[src/hdl/rmvn_pkg.sv]
// shared types and constants for the running mean and variance normalizer
`default_nettype none
package rmvn_pkg;

	localparam logic [1:0] CMD_OBSERVE   = 2'd0;
	localparam logic [1:0] CMD_NORMALIZE = 2'd1;
	localparam logic [1:0] CMD_QUERY     = 2'd2;
	localparam logic [1:0] CMD_RESERVED  = 2'd3;

	typedef struct packed {
		logic [1:0]         cmd;
		logic [5:0]         channel;
		logic signed [31:0] sample;
		logic               last;
	} req_t;

	typedef struct packed {
		logic signed [31:0] value;
		logic               passed_through;
		logic               last_out;
	} rsp_t;

	typedef struct packed {
		logic        start;
		logic [63:0] dividend;
		logic [32:0] divisor;
	} div_req_t;

	typedef struct packed {
		logic        done;
		logic [63:0] quot;
	} div_stat_t;

endpackage
`default_nettype wire

[src/hdl/rmvn_div.sv]
// restoring divider, one quotient bit per cycle, quotient rounded half up
`default_nettype none
module rmvn_div
	import rmvn_pkg::*;
(
	input  wire logic      clk,
	input  wire logic      arst_n,
	input  wire div_req_t  dreq,
	output div_stat_t      dstat
);

	logic        busy_q;
	logic        fin_q;
	logic [5:0]  cnt_q;
	logic [32:0] rem_q;
	logic [63:0] quo_q;
	logic [32:0] dvs_q;
	logic        done_q;
	logic [63:0] res_q;

	logic [33:0] rem_sh;
	logic        ge;
	logic [33:0] rem_sub;
	logic        rnd_up;

	always_comb begin
		rem_sh  = {rem_q, quo_q[63]};
		ge      = rem_sh >= {1'b0, dvs_q};
		rem_sub = rem_sh - {1'b0, dvs_q};
		rnd_up  = {rem_q, 1'b0} >= {1'b0, dvs_q};
	end

	always_ff @(posedge clk or negedge arst_n) begin
		if (!arst_n) begin
			busy_q <= 1'b0;
			fin_q  <= 1'b0;
			done_q <= 1'b0;
			cnt_q  <= '0;
		end else begin
			done_q <= 1'b0;
			if (dreq.start) begin
				busy_q <= 1'b1;
				cnt_q  <= '0;
				rem_q  <= '0;
				quo_q  <= dreq.dividend;
				dvs_q  <= dreq.divisor;
			end else if (busy_q) begin
				rem_q  <= ge ? rem_sub[32:0] : rem_sh[32:0];
				quo_q  <= {quo_q[62:0], ge};
				cnt_q  <= cnt_q + 6'd1;
				if (cnt_q == 6'd63) begin
					busy_q <= 1'b0;
					fin_q  <= 1'b1;
				end
			end else if (fin_q) begin
				fin_q  <= 1'b0;
				done_q <= 1'b1;
				res_q  <= quo_q + {63'b0, rnd_up};
			end
		end
	end

	assign dstat.done = done_q;
	assign dstat.quot = res_q;

endmodule
`default_nettype wire

[config.mk]
export PLATFORM = sky130hd
export DESIGN_NAME = rmvn_div
export DESIGN_NICKNAME = d
export VERILOG_FILES = /design/src/hdl/rmvn_pkg.sv /design/src/hdl/rmvn_div.sv
export SDC_FILE = /design/constraint.sdc
export NUM_CORES = 1
export LEC_CHECK = 0
export BUFFER_PORTS_ARGS = -buffer_cell sky130_fd_sc_hd__buf_4
export CELL_PAD_IN_SITES_DETAIL_PLACEMENT = 1
export CELL_PAD_IN_SITES_GLOBAL_PLACEMENT = 2
export CORE_ASPECT_RATIO = 0.75
export CORE_MARGIN = 1.5
export CORE_UTILIZATION = 41
export DETAILED_ROUTE_END_ITERATION = 10
export PLACE_DENSITY = 0.95
export SETUP_SLACK_MARGIN = 0.4
export SLEW_MARGIN = 5
export SYNTH_ARGS = -nofsm -noshare
export SYNTH_HDL_FRONTEND = slang
export SYNTH_SLANG_ARGS = --single-unit
[constraint.sdc]
create_clock -name clk -period 6.4 [get_ports clk]
set_input_delay 0.32 -clock clk [delete_from_list [all_inputs] [get_ports clk]]
set_output_delay 0.32 -clock clk [all_outputs]
set_load 0.03 [all_outputs]
# --- Word level (Yosys, flattened, before mapping) ---
# Cells that the tools add are included.
word_totals:
  register_bits: 203
  in_bits: 100
  output_inout_bits: 65
  wordCells: 36
op_classes:
  add_sub_neg: 3
  magnitude_cmp: 2
  n_eq_ne: 2
  muxes: 14
  n_bitwise: 2
  n_reduce_logical: 5
ops:
  columns: ["op", "count"]
  rows:
  - ["$mux W64", 2]
  - ["$ge A34 B33 Y1", 2]
  - ["$mux W33", 2]
  - ["$add A64 B1 Y64", 1]
  - ["$sub A33 B33 Y33", 1]
  - ["$mux W6", 2]
  - ["$mux W1", 8]
  - ["$add A6 B1 Y6 const B", 1]
  - ["$eq A6 B6 Y1 const B", 1]
  - ["$reduce_and A2 Y1", 3]
  - ["$reduce_and A4 Y1", 1]
  - ["$ne A2 B1 Y1 const B", 1]
  - ["$not A1 Y1", 2]
  - ["$reduce_bool A2 Y1", 1]

# --- Depth between registers and ports, before layout ---
depth:
  ltp_word: 4
  depth_mapped: 17

# --- Worst setup path after synthesis ---
# No wires, ideal clock.
synth_path:
  kind: "register to register"
  from: "register busy_q"
  to: "register quo_q[0], enable pin"
  setup_ns: 0.494
  arrival_time_ns: 3.340
  required_time_ns: 5.906
  setup_slack_ns: 2.567
  path_stages_with_launch: 3
  path_cell_list: "dfrtp_1 -> nor2_1 -> nor2b_1"
synth_via:
  elab_chain_len: 2
synth_lines:
  columns: ["item", "line", "text"]
  rows:
  - ["start, declared", "rmvn_div.sv:12", "logic busy_q;"]
  - ["start signal, assigned", "rmvn_div.sv:35", "busy_q <= 1'b0;"]
  - ["start signal, assigned", "rmvn_div.sv:42", "busy_q <= 1'b1;"]
  - ["start signal, assigned", "rmvn_div.sv:52", "busy_q <= 1'b0;"]
  - ["$reduce_bool A2 Y1 (no source line)", null, null]
  - ["$reduce_and A2 Y1 (no source line)", null, null]
  - ["end signal, assigned", "rmvn_div.sv:45", "quo_q <= dreq.dividend;"]
  - ["end signal, assigned", "rmvn_div.sv:49", "quo_q <= {quo_q[62:0], ge};"]
  - ["end, declared", "rmvn_div.sv:16", "logic [63:0] quo_q;"]
# No other way between the ends.
# A chain may end at the register's enable or synchronous reset.

# --- Final worst setup path ---
layout_path:
  from: "register rem_q[27]"
  to: "register res_q[36] (data pin)"
layout_via:
  elab_chain_len: 2
layout_lines:
  columns: ["item", "line", "text"]
  rows:
  - ["start, declared", "rmvn_div.sv:15", "logic [32:0] rem_q;"]
  - ["start signal, assigned", "rmvn_div.sv:48", "rem_q <= ge ? rem_sub[32:0] : rem_sh[32:0];"]
  - ["$ge A34 B33 Y1", "rmvn_div.sv:30", "rnd_up = {rem_q, 1'b0} >= {1'b0, dvs_q};"]
  - ["$add A64 B1 Y64", "rmvn_div.sv:58", "res_q <= quo_q + {63'b0, rnd_up};"]
  - ["end signal, assigned", "rmvn_div.sv:58", null]
  - ["end, declared", "rmvn_div.sv:19", "logic [63:0] res_q;"]
# No other way between the ends.

==> flow_summary_export.csv <==
group,metric,value,unit
outcome,status,"complete, no violations",
setup_path,cp-end-kind,"flip-flop",
die,die-height,146,um
clocking,insertion_delay,0.51,ns
final_layout,multi_input_area,0.00473,sq mm
final_layout,seq_area,0.00605,sq mm
die,ioPinCount,165,
global_route,grt_pass1_wl,47200,um
die,initial_core_util,42.2,%
timing,hold_viol,0,
global_route,grt_pass1_vias,8462,
timing,maxSlewHeadroom,37.5,%
timing,finClkSkew,0.0106,ns
clocking,postCtsResizedCells,0,
clocking,cts.sinks,203,
die,coreArea,0.0263,sq mm
timing,period_minus_slack,4.83,ns
synth,synth_area_leader_cell,"edfxtp_1",
timing,fin_tns_setup,0,ns
synth,synth-seq-area-share,54.5,%
synth,synth.top_cell.area_share,52.5,%
placement,io_buffers,164,
power,powerDensity,276,mW/mm^2
power,combPwrFrac,20.6,%
setup_path,critPathLaunchType,"flip-flop",
final_layout,area_growth,24.2,%
min_path,hp-class,"input pin to flip-flop",
clocking,cts_hold_buf,34,
power,sw_frac_of_total,27.2,%
final_layout,antenna_cells,0,
clocking,cts_tree,"built",
final_layout,drive_gt1_share,26.3,%
synth,syn-num-nets,1074,
setup_path,slowest_delay,0.53,ns
die,die-area,0.0281,sq mm
synth,synth_area_per_cell,11.9,sq um
final_layout,fill_cells,2816,
routing,drt-initial-drc-count,433,
clocking,clockRootBuffer,"clkbuf_16",
die,die_w,193,um
synth,dominantRegCellSynth,"edfxtp_1",
clocking,cts_buffers,22,
clocking,path_clk_slew,0.06,ns
final_layout,fin_nets,1270,
setup_path,crit_path_frequent_cell,"ha_1",
clocking,cts_max_path_buffers,3,
global_route,grt_start_max_net_pins,72,
placement,dpl-instance-area,0.0127,sq mm
placement,dpl.hpwl,20700,um
synth,syn_inst,937,
setup_path,crit_slowest_cell,"ha_1",
timing,max_freq,207,MHz
setup_path,worst-setup-path-type,"flip-flop to flip-flop",
routing,wl_per_cell,19.9,um
clocking,postCtsSetupRepairBufs,0,
power,vdd_drop_max,238,uV
timing,worst_slew_pin_slew,0.937,ns
global_route,grtUsageTotal,21.2,%
timing,drv_slew,0,
power,p_leak,0.00538,uW
synth,synth-async-reset-ratio,4.43,%
setup_path,arrival,5.09,ns
setup_path,worstPathCellList,"ha_1, nand4_1, nor4_4, o211ai_1, a21oi_2, or3_1, ha_1, ha_1, nand3_1, nor2_1, nand2b_1, nor3_1, nand3_1, xnor2_1",
power,p_int,2780,uW
synth,yosysMostFrequentCell,"edfxtp_1",
power,power,3810,uW
timing,finalSetupViolCount,0,
power,clockPowerShare,36.4,%
routing,ant_nets,0,
synth,ys_warn_count,0,
routing,vias,8185,
routing,viasPerCell,5.48,
die,row_count,51,
routing,drt-pass1-iter-count,5,
final_layout,postLayoutCellArea,0.0138,sq mm
synth,synth-edff-count,194,
placement,gp_congestion,0.857,
synth,synth_cell_type_count,80,
job,drv_cap,0,
routing,drc,0,
power,p_sw,1030,uW
global_route,overflow,0,
synth,netlist_area,0.0111,sq mm
setup_path,cp.required,6.65,ns
synth,synth.area.top_cells,"edfxtp_1 (52%), mux2_2 (6.7%), xnor2_1 (4.7%)",
timing,fin_crit_sh,75.5,%
clocking,htreeDepth,1,
timing,rsz0062_at_grt,"false",
synth,synth_commonest_cells,"edfxtp_1 (194), nand2_1 (78), nor2_1 (70)",
routing,wl,29700,um
setup_path,worstPathMaxFanout,10,
power,seqPwrFrac,43.0,%
global_route,antenna_found_initial,0,
synth,ys_seq_elements,203,
layout make-up:
cell class,count,area share (%)
flip-flops and latches,203,43.9
multi-input cells,656,34.3
clock inverters,11,1.11
well taps,344,3.12
clock buffers,29,4.62
inverters,45,1.22
repair buffers,205,11.8
power groups by stage:
stage,logic (uW),clock network (uW),registers (uW)
final,785,1390,1640
after global routing,871,1460,1650
after CTS,788,1420,1640
after detailed placement,762,0,1670
after global placement,739,0,1660
after floorplan,561,0,1640
stage by stage:
| stage | hold slack, ns | setup slack (ns) | utilization, % | instances |
|---|---|---|---|---|
| after floorplan | 0.0244 | 2.57 | - | 937 |
| after global placement | 0.375 | 2.03 | 48.2 | 1419 |
| after detailed placement | 0.396 | 1.75 | 48.2 | 1419 |
| after CTS | 0.0957 | 1.64 | 52.5 | 1493 |
| after global routing | 0.0975 | 1.22 | 52.5 | 1493 |
| final | 0.115 | 1.57 | 52.5 | 1493 |
worst max-delay path, delay by kind of cell (launching register included):
kind                       cells  cell delay (ns)
and+or+nand+nor                8             2.56
AOI/OAI and AO/OA              2             0.45
DFF                            1             0.40
adders and majority gates      3             1.02
xor gates and xnor gates       1             0.16
flip-flops by register name (all words and copies together), names as in the netlist:
| name | cells |
|---|---|
| busy_q | 1 |
| cnt_q | 6 |
| done_q | 1 |
| dvs_q | 33 |
| fin_q | 1 |
| quo_q | 64 |
| rem_q | 33 |
| res_q | 64 |
layer usage:
metal,global-route usage [%],up-vias,share of wire [%]
met4,4.35,0,1.9
met5,0,-,0
li1,-,3894,-
met1,32.0,4074,49
met3,2.60,39,4.0
met2,32.7,178,45
final timing paths:
| check | startpoint | endpoint | slack, ns | cells after the start |
|---|---|---|---|---|
| min in group asynchronous | arst_n | cnt_q[4]$_DFFE_PN0N_ | 0.42 | 2 |
| min reg2reg | cnt_q[1]$_DFFE_PN0N_ | cnt_q[1]$_DFFE_PN0N_ | 0.56 | 2 |
| min | dreq[37] | quo_q[4]$_DFFE_PP_ | 0.12 | 2 |
| max | rem_q[27]$_SDFFCE_PP0P_ | res_q[36]$_DFFE_PP_ | 1.57 | 14 |
| max reg2reg | rem_q[27]$_SDFFCE_PP0P_ | res_q[36]$_DFFE_PP_ | 1.57 | 14 |
| max in group asynchronous | arst_n | busy_q$_DFF_PN0_ | 5.50 | 2 |
cell usage in the layout (no fill, tap or decap), types with 6 or more instances in the layout:
master	instances
edfxtp_1	194
buf_4	171
nand2_1	78
nor2_1	70
mux2_2	66
xnor2_1	59
a21oi_1	50
inv_1	45
ha_1	36
dlygate4sd3_1	34
nand3_1	27
nand4_1	24
o21ai_0	23
xor2_1	23
clkbuf_16	23
a211oi_1	18
nor3_1	15
and3_1	14
a21o_1	13
nor2b_1	11
o21a_1	10
nand2b_1	9
dfrtp_1	8
a311oi_1	7
and4_1	6
logic make-up (layout without fill, tap and decap cells):
kind of cell	after synthesis	in the layout	share of synthesized area [%]
and+or+nand+nor	292	292	13.7
adders and majority gates	37	37	4.24
DFF	203	203	54.5
xor gates and xnor gates	83	83	6.61
muxes	71	71	7.14
AOI/OAI and AO/OA	173	173	10.9
buffers and inverters	78	290	2.99
Power figures use the tool's default switching activity.
